[src/rtl/mrq_pkg.sv]
// shared types and constants for the mouse report to quadrature block
// no dependencies; imported by mrq_serial_div and the top level
`default_nettype none

package mrq_pkg;

	// widths of the stored axis state
	localparam int unsigned DIST_W   = 9;
	localparam int unsigned TOP_W    = 8;
	localparam int unsigned TICK_W   = 10;
	localparam int unsigned MOVE_W   = 8;
	localparam int unsigned BTN_W    = 3;
	localparam int unsigned CFG_IDX_W = 1;

	// default saturation of the pending distance
	localparam int unsigned DISTANCE_LIMIT_DEF = 300;

	// step period: top = (10000 / t) / 64 - 1 = (10000 / 64) / t - 1
	localparam int unsigned CLAMP_W      = 7;
	localparam int unsigned TOP_CLAMP    = 127;
	localparam int unsigned STEP_NUM     = 10000 / 64;
	localparam int unsigned DIV_W        = 8;
	localparam int unsigned DIV_CNT_W    = $clog2(DIV_W);
	localparam int unsigned IDLE_TOP     = 255;
	localparam int unsigned RATE_TOP     = 6;
	localparam int unsigned RESET_PERIOD = 1000;

	// configuration register indexes
	typedef enum logic [CFG_IDX_W-1:0] {
		REG_DPI_DIVIDE = 1'b0,
		REG_RATE_LIMIT = 1'b1
	} mrq_reg_t;

	// sequencer states
	typedef enum logic [1:0] {
		ST_IDLE   = 2'd0,
		ST_DIV_X  = 2'd1,
		ST_DIV_Y  = 2'd2,
		ST_FINISH = 2'd3
	} mrq_state_t;

	// divider status towards the sequencer
	typedef struct packed {
		logic busy;
		logic done;
	} mrq_div_stat_t;

	// axis state after a report item
	typedef struct packed {
		logic [DIST_W-1:0] pending;
		logic              heading;
	} mrq_axis_rep_t;

endpackage

`default_nettype wire

[src/rtl/mrq_serial_div.sv]
// restoring divider, one quotient bit per cycle: STEP_NUM / divisor
// depends on mrq_pkg
`default_nettype none

module mrq_serial_div
	import mrq_pkg::*;
(
	input  wire logic               clk,
	input  wire logic               arst_n,
	input  wire logic               start,
	input  wire logic [CLAMP_W-1:0] divisor,
	output mrq_div_stat_t           stat,
	output logic [DIV_W-1:0]        quotient
);

	logic [CLAMP_W-1:0]   rem_q;
	logic [DIV_W-1:0]     quo_q;
	logic [CLAMP_W-1:0]   dsr_q;
	logic [DIV_CNT_W-1:0] cnt_q;
	logic                 busy_q;
	logic                 done_q;
	logic [CLAMP_W:0]     rem_sh;
	logic                 fits;
	logic [CLAMP_W:0]     rem_sub;

	// one shift and trial subtract
	always_comb begin
		rem_sh  = {rem_q, quo_q[DIV_W-1]};
		fits    = rem_sh >= {1'b0, dsr_q};
		rem_sub = rem_sh - {1'b0, dsr_q};
	end

	// control
	always_ff @(posedge clk or negedge arst_n) begin
		if (!arst_n) begin
			busy_q <= 1'b0;
			done_q <= 1'b0;
			cnt_q  <= '0;
		end else begin
			done_q <= 1'b0;
			if (start) begin
				busy_q <= 1'b1;
				cnt_q  <= '0;
			end else if (busy_q) begin
				cnt_q <= cnt_q + 1'b1;
				if (cnt_q == DIV_CNT_W'(DIV_W - 1)) begin
					busy_q <= 1'b0;
					done_q <= 1'b1;
				end
			end
		end
	end

	// datapath
	always_ff @(posedge clk) begin
		if (start) begin
			rem_q <= '0;
			quo_q <= DIV_W'(STEP_NUM);
			dsr_q <= divisor;
		end else if (busy_q) begin
			rem_q <= fits ? rem_sub[CLAMP_W-1:0] : rem_sh[CLAMP_W-1:0];
			quo_q <= {quo_q[DIV_W-2:0], fits};
		end
	end

	assign stat.busy = busy_q;
	assign stat.done = done_q;
	assign quotient  = quo_q;

endmodule

`default_nettype wire

[src/rtl/mouse_report_to_quadrature_unit.sv]
// top level: mouse reports and timer ticks in, quadrature and button pins out
// depends on mrq_pkg and mrq_serial_div
//
// Input channel (in_valid / in_stall) carries one item: kind 0 is a mouse
// report (move_x, move_y, buttons_in), kind 1 is one 64 us timer tick.
// Each accepted item gives exactly one result on the output channel
// (out_valid / out_stall) holding the pin levels after that item.
// After a tick is accepted the sequencer goes straight to its finish state;
// after a report it first passes the two divide states: the step period of
// each axis comes from one shared restoring divider producing one quotient
// bit per cycle, x then y. The finish state loads the result into the output
// register and out_valid rises; the next item is taken back in idle. One
// item is in work at a time; in_stall is high from acceptance until the
// result is loaded into the output register, so the next item is taken
// while a result still waits there. When the receiver stalls, the output
// register holds its result and a finished item waits in the last state.
// Configuration writes (cfg_valid / cfg_ready, cfg_index, cfg_data) are
// always taken; cfg_ready is tied high.
// Reset clears distances, phases, timers and the internal pin levels (the output
// pin register is not reset), sets both step tops to one and both timer periods to 1000 ticks.
`default_nettype none

module mouse_report_to_quadrature_unit
	import mrq_pkg::*;
#(
	parameter int unsigned DISTANCE_LIMIT = DISTANCE_LIMIT_DEF
) (
	input  wire logic                 clk,
	input  wire logic                 arst_n,
	// item input
	input  wire logic                 in_valid,
	output logic                      in_stall,
	input  wire logic                 kind,
	input  wire logic [MOVE_W-1:0]    move_x,
	input  wire logic [MOVE_W-1:0]    move_y,
	input  wire logic [BTN_W-1:0]     buttons_in,
	// result output
	output logic                      out_valid,
	input  wire logic                 out_stall,
	output logic                      x_quad_a,
	output logic                      x_quad_b,
	output logic                      y_quad_a,
	output logic                      y_quad_b,
	output logic [BTN_W-1:0]          button_pins,
	// configuration
	input  wire logic                 cfg_valid,
	output logic                      cfg_ready,
	input  wire logic [CFG_IDX_W-1:0] cfg_index,
	input  wire logic                 cfg_data
);

	mrq_state_t state_q, state_nxt;

	logic dpi_q, rate_q;

	logic [DIST_W-1:0] x_dist_q, y_dist_q;
	logic              x_hdg_q, y_hdg_q;
	logic [1:0]        x_ph_q, y_ph_q;
	logic [TOP_W-1:0]  x_top_q, y_top_q;
	logic [TICK_W-1:0] x_cnt_q, y_cnt_q;
	logic [TICK_W-1:0] x_per_q, y_per_q;
	logic              xa_q, xb_q, ya_q, yb_q;
	logic [BTN_W-1:0]  btn_q;

	logic              out_valid_q;
	logic              o_xa_q, o_xb_q, o_ya_q, o_yb_q;
	logic [BTN_W-1:0]  o_btn_q;

	logic              in_acc;
	logic              out_free;
	logic              div_start;
	logic              out_load;
	logic [CLAMP_W-1:0] div_dsr;
	mrq_div_stat_t     div_stat;
	logic [DIV_W-1:0]  div_quo;

	mrq_axis_rep_t     x_rep, y_rep;
	logic [TOP_W-1:0]  top_new;
	logic [DIST_W-1:0] top_src_dist;

	logic              x_exp, y_exp;
	logic [1:0]        x_pins_nxt, y_pins_nxt;

	// distance and heading update for one axis on a report
	function automatic mrq_axis_rep_t axis_report(
		input logic [DIST_W-1:0] cur_dist,
		input logic              hdg,
		input logic [MOVE_W-1:0] mv,
		input logic              dpi
	);
		mrq_axis_rep_t     r;
		logic [MOVE_W-1:0] mag;
		logic [DIST_W:0]   sum;
		begin
			r.pending = cur_dist;
			r.heading = hdg;
			// direction change clears the pending distance
			if (!mv[MOVE_W-1] && (mv != '0) && !hdg) begin
				r.pending = '0;
				r.heading = 1'b1;
			end else if (mv[MOVE_W-1] && hdg) begin
				r.pending = '0;
				r.heading = 1'b0;
			end
			mag = mv[MOVE_W-1] ? (~mv + 1'b1) : mv;
			if (dpi) begin
				mag = {1'b0, mag[MOVE_W-1:1]};
				if (mag == '0) begin
					mag = MOVE_W'(1);
				end
			end
			sum = {1'b0, r.pending} + (DIST_W+1)'(mag);
			if (mv == '0) begin
				r.pending = '0;
			end else if (sum > (DIST_W+1)'(DISTANCE_LIMIT)) begin
				r.pending = DIST_W'(DISTANCE_LIMIT);
			end else begin
				r.pending = sum[DIST_W-1:0];
			end
			return r;
		end
	endfunction

	// clamp of the distance used for the step period
	function automatic logic [CLAMP_W-1:0] clamp_dist(input logic [DIST_W-1:0] d);
		begin
			return (d > DIST_W'(TOP_CLAMP)) ? CLAMP_W'(TOP_CLAMP) : d[CLAMP_W-1:0];
		end
	endfunction

	// pin pair after an edge in phase p: first pin rises in 0, falls in 2
	function automatic logic [1:0] pins_step(
		input logic [1:0] p,
		input logic       first,
		input logic       second
	);
		logic [1:0] r;
		begin
			r = {first, second};
			case (p)
				2'd0:    r[1] = 1'b1;
				2'd1:    r[0] = 1'b1;
				2'd2:    r[1] = 1'b0;
				2'd3:    r[0] = 1'b0;
				default: r = {first, second};
			endcase
			return r;
		end
	endfunction

	assign in_acc    = in_valid && !in_stall;
	assign out_free  = !out_valid_q || !out_stall;
	assign cfg_ready = 1'b1;

	// report-side combinational update
	always_comb begin
		x_rep = axis_report(x_dist_q, x_hdg_q, move_x, dpi_q);
		y_rep = axis_report(y_dist_q, y_hdg_q, move_y, dpi_q);
	end

	// timer expiry and pin edges
	always_comb begin
		x_exp      = x_cnt_q >= x_per_q;
		y_exp      = y_cnt_q >= y_per_q;
		x_pins_nxt = pins_step(x_ph_q, xa_q, xb_q);
		y_pins_nxt = pins_step(y_ph_q, yb_q, ya_q);
	end

	// step top from the divider result
	always_comb begin
		top_src_dist = (state_q == ST_DIV_X) ? x_dist_q : y_dist_q;
		top_new      = div_quo - 1'b1;
		if (top_src_dist == '0) begin
			top_new = TOP_W'(IDLE_TOP);
		end
		if (rate_q && (top_new < TOP_W'(RATE_TOP))) begin
			top_new = TOP_W'(RATE_TOP);
		end
	end

	// sequencer next state
	always_comb begin
		state_nxt = state_q;
		case (state_q)
			ST_IDLE: begin
				if (in_acc) begin
					state_nxt = kind ? ST_FINISH : ST_DIV_X;
				end
			end
			ST_DIV_X: begin
				if (div_stat.done) begin
					state_nxt = ST_DIV_Y;
				end
			end
			ST_DIV_Y: begin
				if (div_stat.done) begin
					state_nxt = ST_FINISH;
				end
			end
			ST_FINISH: begin
				if (out_free) begin
					state_nxt = ST_IDLE;
				end
			end
			default: state_nxt = ST_IDLE;
		endcase
	end

	// sequencer outputs
	always_comb begin
		in_stall  = 1'b1;
		div_start = 1'b0;
		div_dsr   = clamp_dist(y_dist_q);
		out_load  = 1'b0;
		case (state_q)
			ST_IDLE: begin
				in_stall  = 1'b0;
				div_start = in_valid && !kind;
				div_dsr   = clamp_dist(x_rep.pending);
			end
			ST_DIV_X:  div_start = div_stat.done;
			ST_DIV_Y:  div_start = 1'b0;
			ST_FINISH: out_load  = out_free;
			default:   in_stall  = 1'b1;
		endcase
	end

	mrq_serial_div u_div (
		.clk      (clk),
		.arst_n   (arst_n),
		.start    (div_start),
		.divisor  (div_dsr),
		.stat     (div_stat),
		.quotient (div_quo)
	);

	// state register and configuration
	always_ff @(posedge clk or negedge arst_n) begin
		if (!arst_n) begin
			state_q <= ST_IDLE;
			dpi_q   <= 1'b0;
			rate_q  <= 1'b0;
		end else begin
			state_q <= state_nxt;
			if (cfg_valid && cfg_ready) begin
				case (cfg_index)
					REG_DPI_DIVIDE: dpi_q  <= cfg_data;
					REG_RATE_LIMIT: rate_q <= cfg_data;
					default:        dpi_q  <= dpi_q;
				endcase
			end
		end
	end

	// axis state
	always_ff @(posedge clk or negedge arst_n) begin
		if (!arst_n) begin
			x_dist_q <= '0;
			y_dist_q <= '0;
			x_hdg_q  <= 1'b0;
			y_hdg_q  <= 1'b0;
			x_ph_q   <= '0;
			y_ph_q   <= '0;
			x_top_q  <= TOP_W'(1);
			y_top_q  <= TOP_W'(1);
			x_cnt_q  <= '0;
			y_cnt_q  <= '0;
			x_per_q  <= TICK_W'(RESET_PERIOD);
			y_per_q  <= TICK_W'(RESET_PERIOD);
			xa_q     <= 1'b0;
			xb_q     <= 1'b0;
			ya_q     <= 1'b0;
			yb_q     <= 1'b0;
			btn_q    <= '0;
		end else begin
			if (in_acc && !kind) begin
				// report item
				x_dist_q <= x_rep.pending;
				x_hdg_q  <= x_rep.heading;
				y_dist_q <= y_rep.pending;
				y_hdg_q  <= y_rep.heading;
				btn_q    <= {buttons_in[0], buttons_in[1], buttons_in[2]};
			end else if (in_acc && kind) begin
				// tick item, x axis
				if (x_exp) begin
					x_cnt_q <= '0;
					if (x_dist_q != '0) begin
						{xa_q, xb_q} <= x_pins_nxt;
						x_ph_q       <= x_hdg_q ? (x_ph_q + 2'd1) : (x_ph_q - 2'd1);
						x_dist_q     <= x_dist_q - 1'b1;
					end else begin
						x_ph_q <= '0;
					end
					x_per_q <= (x_top_q == '0) ? TICK_W'(1) : TICK_W'(x_top_q);
				end else begin
					x_cnt_q <= x_cnt_q + 1'b1;
				end
				// tick item, y axis
				if (y_exp) begin
					y_cnt_q <= '0;
					if (y_dist_q != '0) begin
						{yb_q, ya_q} <= y_pins_nxt;
						y_ph_q       <= y_hdg_q ? (y_ph_q + 2'd1) : (y_ph_q - 2'd1);
						y_dist_q     <= y_dist_q - 1'b1;
					end else begin
						y_ph_q <= '0;
					end
					y_per_q <= (y_top_q == '0) ? TICK_W'(1) : TICK_W'(y_top_q);
				end else begin
					y_cnt_q <= y_cnt_q + 1'b1;
				end
			end
			// step tops from the divider
			if (div_stat.done && (state_q == ST_DIV_X)) begin
				x_top_q <= top_new;
			end
			if (div_stat.done && (state_q == ST_DIV_Y)) begin
				y_top_q <= top_new;
			end
		end
	end

	// output register
	always_ff @(posedge clk or negedge arst_n) begin
		if (!arst_n) begin
			out_valid_q <= 1'b0;
		end else if (out_load) begin
			out_valid_q <= 1'b1;
		end else if (!out_stall) begin
			out_valid_q <= 1'b0;
		end
	end

	always_ff @(posedge clk) begin
		if (out_load) begin
			o_xa_q  <= xa_q;
			o_xb_q  <= xb_q;
			o_ya_q  <= ya_q;
			o_yb_q  <= yb_q;
			o_btn_q <= btn_q;
		end
	end

	assign out_valid   = out_valid_q;
	assign x_quad_a    = o_xa_q;
	assign x_quad_b    = o_xb_q;
	assign y_quad_a    = o_ya_q;
	assign y_quad_b    = o_yb_q;
	assign button_pins = o_btn_q;

	// checks
	a_busy_after_accept: assert property (@(posedge clk) disable iff (!arst_n)
		in_valid && !in_stall |=> in_stall)
		else $error("input taken again right after an item");

	a_result_from_finish: assert property (@(posedge clk) disable iff (!arst_n)
		$rose(out_valid) |-> $past(state_q == ST_FINISH))
		else $error("result loaded outside the finish state");

	a_div_in_div_state: assert property (@(posedge clk) disable iff (!arst_n)
		div_stat.busy |-> (state_q == ST_DIV_X || state_q == ST_DIV_Y))
		else $error("divider running outside a divide state");

	a_dist_limit: assert property (@(posedge clk) disable iff (!arst_n)
		(x_dist_q <= DIST_W'(DISTANCE_LIMIT)) && (y_dist_q <= DIST_W'(DISTANCE_LIMIT)))
		else $error("pending distance above its limit");

endmodule

`default_nettype wire
[config.mk]
export PLATFORM = sky130hd
export DESIGN_NAME = mouse_report_to_quadrature_unit
export DESIGN_NICKNAME = d
export VERILOG_FILES = /design/src/rtl/mrq_pkg.sv /design/src/rtl/mrq_serial_div.sv /design/src/rtl/mouse_report_to_quadrature_unit.sv
export SDC_FILE = /design/constraint.sdc
export NUM_CORES = 1
export LEC_CHECK = 0
export BUFFER_PORTS_ARGS = -buffer_cell sky130_fd_sc_hd__buf_4
export CELL_PAD_IN_SITES_DETAIL_PLACEMENT = 0
export CELL_PAD_IN_SITES_GLOBAL_PLACEMENT = 2
export CORE_UTILIZATION = 40
export CTS_CLUSTER_DIAMETER = 100
export DETAILED_ROUTE_END_ITERATION = 10
export PLACE_DENSITY = 0.88
export SLEW_MARGIN = 20
export SYNTH_ARGS = -nofsm -noshare
export SYNTH_HDL_FRONTEND = slang
export SYNTH_SLANG_ARGS = --single-unit
export TNS_END_PERCENT = 20
[constraint.sdc]
create_clock -name clk -period 7.9 [get_ports clk]
set_clock_uncertainty 0.15 [all_clocks]
set_input_delay 1.58 -clock clk [delete_from_list [all_inputs] [get_ports clk]]
set_output_delay 1.58 -clock clk [all_outputs]
set_load 0.05 [all_outputs]
; ---- Word level (Yosys, flattened, before mapping)
; Cells that the tools add are included.
[totals]
ff_bits = 126
in_bits = 27
word_cells = 195
[classes]
addsub = 15
order_cmp = 8
n_eq_ne = 15
n_mux = 60
bitwise = 4
n_reduce_logical = 61
[op_table]
columns = operator, n
row1 = two-way mux 9 bit, 13
row2 = two-way mux 8 bit, 8
row3 = two-way mux 10 bit, 6
row4 = two-way mux 7 bit, 6
row5 = logical NOT 8 bit, 4
row6 = nonzero test 2 bit, 12
row7 = "adder 10 x 1 -> 10 bit, second input constant", 2
row8 = adder 9 x 8 -> 10 bit, 2
row9 = >= comparator 10 bit, 2
row10 = "greater-than comparator 10 x 9 -> 1 bit, second input constant", 2
row11 = AND reduction 5 bit, 4
row12 = "greater-than comparator 9 x 7 -> 1 bit, second input constant", 2
row13 = two-way mux 2 bit, 9
row14 = nonzero test 9 bit, 2
row15 = "subtractor 9 x 1 -> 9 bit, second input constant", 2
row16 = "adder 8 x 1 -> 8 bit, second input constant", 2
row17 = inverter 8 bit, 2
row18 = nonzero test 8 bit, 2
row19 = logical NOT 7 bit, 2
row20 = logical AND 1 bit, 13
row21 = "== test 2 bit, second input constant", 6
row22 = AND reduction 3 bit, 4
row23 = two-way mux 1 bit, 10
row24 = one-hot mux 1 bit (2 select lines), 5
row25 = other kinds (20), 41

; ---- Longest topological paths before layout
; Gate-level depths: netlist of the first run.
[depth]
word_depth = 13
ltp_mapped = 20
depth_no_buf = 20

; ---- By module
; Synthesis of the first run repeated with hierarchy kept, for this count alone.
[hier_totals]
hier_cells = 959
area_unflattened_um2 = 8520.7
[by_module_without_submodules]
columns = mod, n_inst, cells_per_inst, area_each_um2, seq_area_each_um2
row1 = mouse_report_to_quadrature_unit, 1, 809, 7008.0, 2477.4
row2 = mrq_serial_div, 1, 150, 1512.7, 635.6

; ---- Least setup slack after synthesis of the first run
; OpenSTA, ideal clock, no wires.
[synth_timing]
path_kind = input port to flip-flop
startpoint = in move_y[3]
endpoint = reg y_dist_q[0]
setup_ps = 144
arrival_time_ps = 4837
setup_slack_ps = 2769
path_stages = 18
path_buffers = 1
path_cell_list = clkbuf_1 > or3_4 > o21ai_0 > xnor2_1 > a311oi_1 > a21oi_1 > a21oi_1 > ha_1 > inv_1 > fa_1 > nand2b_1 > a21oi_1 > o31ai_1 > o31ai_1 > o311ai_1 > or3_4 > nand3b_2 > o221ai_1
[synth_between]
elab_chain_len = 11
word_cells_on_any_way = 16
classes_between = 2 x add/sub / 1 x order compare / 7 x mux / 1 x bitwise / 5 x reduce/logical
[synth_lines]
columns = item, line
row1 = start: declaration, mouse_report_to_quadrature_unit.sv:35  ; input wire logic [MOVE_W-1:0] move_y,
row2 = inverter 8 bit, mouse_report_to_quadrature_unit.sv:105  ; mag = mv[MOVE_W-1] ? (~mv + 1'b1) : mv;
row3 = adder 8 x 1 -> 8 bit, mouse_report_to_quadrature_unit.sv:105
row4 = two-way mux 8 bit, mouse_report_to_quadrature_unit.sv:105
row5 = logical NOT 7 bit, mouse_report_to_quadrature_unit.sv:108  ; if (mag == '0) begin
row6 = two-way mux 7 bit, mouse_report_to_quadrature_unit.sv:108
row7 = two-way mux 8 bit, mouse_report_to_quadrature_unit.sv:106  ; if (dpi) begin
row8 = adder 9 x 8 -> 10 bit, mouse_report_to_quadrature_unit.sv:112  ; sum = {1'b0, r.pending} + (DIST_W+1)'(mag);
row9 = greater-than comparator 10 x 9 -> 1 bit, mouse_report_to_quadrature_unit.sv:115  ; end else if (sum > (DIST_W+1)'(DISTANCE_LIMIT)) begin
row10 = two-way mux 9 bit, mouse_report_to_quadrature_unit.sv:115
row11 = two-way mux 9 bit (*), mouse_report_to_quadrature_unit.sv:113  ; if (mv == '0) begin
row12 = two-way mux 9 bit (*), mouse_report_to_quadrature_unit.sv:276  ; if (in_acc && !kind) begin
row13 = end signal: assignment, mouse_report_to_quadrature_unit.sv:280  ; y_dist_q <= y_rep.pending;
row14 = end signal: assignment, mouse_report_to_quadrature_unit.sv:304  ; y_dist_q <= y_dist_q - 1'b1;
row15 = end: declaration, mouse_report_to_quadrature_unit.sv:56  ; logic [DIST_W-1:0] x_dist_q, y_dist_q;
; Every way passes the cells marked *; elsewhere a longest branch is shown, timed or not.
; A chain may end at the register's enable or synchronous reset.

; ---- Final worst setup path of the first run
[layout_timing]
startpoint = in move_y[3]
endpoint = reg y_dist_q[1]
; The elaborated chain is that of the path after synthesis.

==> impl_metrics.ini, run 1 <==
[cells_and_area]
fin_cells = 1246
nets = 1058
multi_input_area_um2 = 4750
fillers = 2023
insertedDiodeCount = 0
drive_gt1_share_pct = 11.7
syn2layout_area_growth_pct = 13.8
final_cell_mix = nand2_1, dfrtp_1, o21ai_0, nor2_1
mostFrequentLayoutCell = nand2_1
layout.area.seq_um2 = 3110

[floorplanning]
rows = 52
core_area_um2 = 20200
initial_core_util_pct = 40.7
die_x_um = 145
io_pins = 37
die_h_um = 145
die_area_um2 = 21100

[clock_tree]
postCtsHoldBufs = 0
h-tree-depth = 4
clkSinkCount = 124
ctsResizeCount = 0
numCtsBuffers = 17
cts_setup_buffers = 0
cts_tree = built
clock_path_buffers = 2
clockRootBuffer = clkbuf_16
clkTransAtPathRegs_ns = 0.06
clk_latency_ns = 0.43

[grt]
antenna_found_initial = 0
grt_max_degree = 78
grt_pass1_vias = 6565
overflow = 0
grt_pass1_wl_mm = 32.7
grt_usage_pct = 19.3

[critical_path]
path_cells = buf_4 -> or3_4 -> o21ai_0 -> xnor2_1 -> a311oi_1 -> a21oi_1 -> a21oi_1 -> ha_1 -> inv_1 -> fa_1 -> nand2b_1 -> a21oi_1 -> o31ai_1 -> o31ai_1 -> o311ai_1 -> or3_4 -> nand3b_2 -> o221ai_1
critPathRequiredTime_ns = 8.03
arrival_ns = 5.24
critPathTopFamily = compound AO/OA/AOI/OAI gates
worstReg2RegEnd = u_div.dsr_q[5]$_DFFE_PP_
path_common_cell = a21oi_1
crit_fanout = 8
worstReg2RegStart = x_hdg_q$_DFFE_PN0P_
slowest_stage = or3_4
cp.depth = 18
worst-r2r-cell-count = 12
cp-endpoint = y_dist_q[1]$_DFFE_PN0P_
critical_path_buf_inv_count = 2
cp-end-kind = flip-flop
cp-startpoint = move_y[3]
cp-start-kind = input pin
slowest_delay_ns = 0.42
rrSetupSlack_ns = 4.05
setup.worst_path.class = in2reg

[timing]
rsz0062_at_grt = no
finalSetupTns_ns = 0
hold_viol_final = 0
slew_viol_final = 0
final.period_utilization_pct = 64.7
tightest_slew_ns = 1.00
relSlewSlack_pct = 33.0
clock.fmax_mhz = 196
min_period_ns = 5.11
setup_viol = 0

[power_and_ir_drop]
p_leak_nw = 4.32
vdd_drop_max_uv = 154
power_density_nw_per_um2 = 363
total_power_w = 0.00339

[synth]
yosysTopAreaCellShare_pct = 25.3
synth_edf_count = 14
synth_area_um2 = 8210
synthDominantAreaCellType = dfrtp_1
ys_types = 80
synth_seq_cells = 124
syn_avg_cell_area_um2 = 8.80
synthTopCellsByArea = dfrtp_1, ha_1, edfxtp_1
synth_warnings = 0
synthFlopType = dfrtp_1
syn-num-nets = 1028
ys_seq_area_share_pct = 37.9
synthCells = 933
async_reset_ff_share_pct = 76.6

[place]
port_buffers = 35
dp_hpwl_mm = 14.5
placed_cells = 1214
gp_congestion = 0.851

[run]
cap_violations = 0

[hold_path]
hold_path_class = reg2reg

[drt]
drc = 0
vias_per_cell = 5.41
final_antenna_net_count = 0
routed_wl_mm = 19.3
first_iter_violations = 349
drt_pass1_iterations = 5
vias = 6738
wire_per_inst_um = 15.5

[outcome]
status = finished clean
## cells by family after synthesis
kind of cell	after synthesis	share of synthesized area [%]
simple gates	320	18.8
compound gates	248	19.1
fa+ha+maj	68	10.6
flops	124	37.9
other cells	1	0.0457
buf+inv	91	4.21
xor+xnor	47	5.02
mux	34	4.28
## layout make-up
type,instances,share of cell area (%)
clock buffers,24,4.94
clock inverters,8,1.53
inverters,62,2.49
multi-input cells,718,50.8
flip-flops and latches,124,33.3
well taps,270,3.62
repair buffers,40,3.25
## per-layer routing
| layer | routed length, µm | GRT usage [%] |
|---|---|---|
| met1 | 9410 | 26.2 |
| met5 | 0 | 0 |
| met4 | 252 | 6.37 |
| met2 | 9110 | 31.3 |
| met3 | 577 | 2.86 |
## cell usage after synthesis, drive strengths merged, types with 6 or more instances
library cell	n
o21a	6
o21ai	84
and3	8
xor2	29
dfxtp	15
nand3	28
mux2i	25
clkbuf	27
a211oi	11
inv	62
nor4	9
a31oi	11
a21oi	66
and2	23
xnor2	18
ha	65
nand2b	7
nand4	11
dfrtp	83
o31ai	6
o22ai	6
dfstp	12
a21o	11
nand2	110
nor2	80
mux2	9
nor3	14
edfxtp	14
## registers in the layout, summed over array words and instances, names as in the netlist, 9 cells and up
register / count
x_per_q: 9
y_cnt_q: 10
x_cnt_q: 10
y_per_q: 9
y_dist_q: 9
x_dist_q: 9
## stage by stage
stage	utilization, %	setup slack (ns)	hold WS [ns]	cell area, µm²
floorplan	-	2.77	0.275	8210
global placement	43.3	2.40	0.285	8730
detailed placement	43.3	2.37	0.282	8730
CTS	46.3	2.81	0.300	9340
global route	46.3	2.42	0.317	9340
finish	46.3	2.79	0.300	9340
## worst min-delay path by stage
stage,startpoint,end,slack (ns),cells after the start
after floorplan,btn_q[0]$_DFFE_PN0P_,button_pins[0]$_DFFE_PP_,0.27,0
after global placement,yb_q$_DFFE_PN0P_,y_quad_b$_DFFE_PP_,0.29,0
after detailed placement,yb_q$_DFFE_PN0P_,y_quad_b$_DFFE_PP_,0.28,0
after CTS,yb_q$_DFFE_PN0P_,y_quad_b$_DFFE_PP_,0.30,0
after global routing,yb_q$_DFFE_PN0P_,y_quad_b$_DFFE_PP_,0.32,0
final,yb_q$_DFFE_PN0P_,y_quad_b$_DFFE_PP_,0.30,0
## power by group
part | total [W] | switching, W | internal [W]
Sequential | 0.00108 | 0.000228 | 0.000853
Combinational | 0.00150 | 0.000869 | 0.000630
Clock | 0.000809 | 0.000274 | 0.000534
Total | 0.00339 | 0.00137 | 0.00202
No activity file was read; power rests on OpenSTA's default activity.
==> run 2: changes to the inputs <==
CORE_UTILIZATION = 35   (was 40)
PLACE_DENSITY = 0.82   (was 0.88)
clock period = 4.5 ns   (was 7.9 ns; I/O delays follow)
==> run 2 against run 1 <==
Clock power rose by 68%. Cell area rose by 5.0%. Final cell count rose by 8.0%. Largest cell class unchanged. Highest routed layer unchanged. Flip-flop and latch count did not move. Worst hold slack improved by 0.00062 ns. Combinational power rose by 93%. Critical path type unchanged. Critical path depth did not move. Global-route usage fell by 1.7 points. Routed wire length rose by 3.0%. Sequential power rose by 77%.
==> impl_metrics.ini, run 2 (synthesis gave the netlist of run 1 again) <==
[power_and_ir_drop]
power_density_nw_per_um2 = 628
vdd_drop_max_uv = 330
p_leak_nw = 4.59

[timing]
relSlewSlack_pct = 32.7
hold_viol_final = 0
clock.fmax_mhz = 237
slew_viol_final = 0
tightest_slew_ns = 1.01
fin_ws_ns = 0.287
setup_viol = 0
min_period_ns = 4.21
rsz0062_at_grt = no
final.period_utilization_pct = 93.6

[drt]
drc = 0
highest-signal-layer = met4
wl_met1_mm = 10.0
vias_per_cell = 5.03
routed_wl_mm = 19.9
final_antenna_net_count = 0
wl_met3_um = 559
wire_per_inst_um = 14.8
vias = 6774
first_iter_violations = 389
drt_pass1_iterations = 5
wl_met2_mm = 9.06

[critical_path]
worstReg2RegStart = dpi_q$_DFFE_PN0P_
arrival_ns = 4.33
worstReg2RegEnd = y_dist_q[0]$_DFFE_PN0P_
rrSetupSlack_ns = 0.71
critPathRequiredTime_ns = 4.61
cp-end-kind = flip-flop
crit_fanout = 5
cp-startpoint = move_x[3]
setup.worst_path.class = in2reg
cp-endpoint = u_div.dsr_q[6]$_DFFE_PP_
worst-r2r-cell-count = 12
cp-start-kind = input pin

[floorplanning]
die_x_um = 155
initial_core_util_pct = 35.9
io_pins = 37
rows = 55
die_h_um = 155
die_area_um2 = 24100
core_area_um2 = 22800

[cells_and_area]
fin_cells = 1346
syn2layout_area_growth_pct = 19.5
final_cell_mix = nand2_1, buf_4, dfrtp_1, o21ai_0, nor2_1
top_regs = x_cnt_q (10), y_cnt_q (10)
postLayoutCoreUtil_pct = 42.9
drive_gt1_share_pct = 17.1
insertedDiodeCount = 0
mostFrequentLayoutCell = nand2_1
nets = 1115

[clock_tree]
cts_setup_buffers = 0
clkTransAtPathRegs_ns = 0.06
h-tree-depth = 4
clock_path_buffers = 2
cts_tree = built
clockRootBuffer = clkbuf_16
clk_latency_ns = 0.41
numCtsBuffers = 17
clkSinkCount = 124

[hold_path]
hold_path_class = reg2reg

[place]
dp_slack_ns = -0.132
port_buffers = 35
placed_cells = 1314
dp_hpwl_mm = 15.2
gp_congestion = 0.850

[outcome]
status = finished clean

[run]
cap_violations = 0

[grt]
grt_max_degree = 72
grt_pass1_vias = 6659
overflow = 0
grt_usage_pct = 17.6
grt_pass1_wl_mm = 33.6
antenna_found_initial = 0
[run 2: changes by cell type in the layout (fill, tap and decap cells not counted), sizes merged]
cell / previous run / this run
buf: 40 / 97
inv: 62 / 63
bufinv: 4 / 2
clkinv: 3 / 6
clkbuf: 24 / 21
clkinvlp: 1 / 2
[run 2: per-stage QoR]
stage / power [W] / TNS [ns] / instance area, µm² / hold WS, ns
finish: 0.00616 / 0 / 9810 / 0.300
global route: 0.00664 / 0 / 9810 / 0.324
CTS: 0.00621 / 0 / 9800 / 0.308
detailed placement: 0.00481 / -1.20 / 9220 / 0.284
global placement: 0.00481 / -0.468 / 9220 / 0.287
floorplan: 0.00383 / 0 / 8210 / 0.275
[run 2: final cells by class]
cell class | count | area [µm²]
timing repair buffer | 97 | 728
clock buffer | 21 | 470
sequential | 124 | 3110
fill | 2302 | 13000
inverter | 62 | 233
clock inverter | 11 | 118
tap | 313 | 392
multi-input combinational | 718 | 4750
[run 2: worst min path at each step]
stage,from,endpoint,slack [ns],cells past startpoint
5_1_grt,yb_q$_DFFE_PN0P_,y_quad_b$_DFFE_PP_,0.32,0
3_3_place_gp,yb_q$_DFFE_PN0P_,y_quad_b$_DFFE_PP_,0.29,0
6_report,yb_q$_DFFE_PN0P_,y_quad_b$_DFFE_PP_,0.30,0
3_5_place_dp,ya_q$_DFFE_PN0P_,y_quad_a$_DFFE_PP_,0.28,0
2_1_floorplan,btn_q[0]$_DFFE_PN0P_,button_pins[0]$_DFFE_PP_,0.27,0
4_1_cts,yb_q$_DFFE_PN0P_,y_quad_b$_DFFE_PP_,0.31,0
[run 2: layer usage]
layer	vias up	GRT usage [%]
met5	-	0
met4	0	5.28
met3	22	2.59
met2	102	28.5
met1	3164	24.2
li1	3486	-
[run 2: critical path, cell delays in order]
cell and delay, ns:
buf_4 0.12, nor4_2 0.31, nand2_1 0.09, nand2_1 0.08, xor2_1 0.08, nand4_1 0.09
nor2_1 0.04, o21ai_0 0.12, o21ai_0 0.12, ha_1 0.28, fa_1 0.40, a211oi_1 0.28
o21bai_1 0.15, a221o_1 0.34, or2_2 0.33, nand2_1 0.09, or3b_1 0.37, a21oi_1 0.15
[run 2: where the power goes]
part / internal [W] / switching (W)
Clock: 0.000856 / 0.000505
Combinational: 0.00132 / 0.00157
Sequential: 0.00150 / 0.000411
Total: 0.00367 / 0.00248
[run 2: repair_timing]
item                                    CTS  global route
gates resized for setup                   0             1
endpoints found under the setup margin    0             4
hold buffers                              0             0
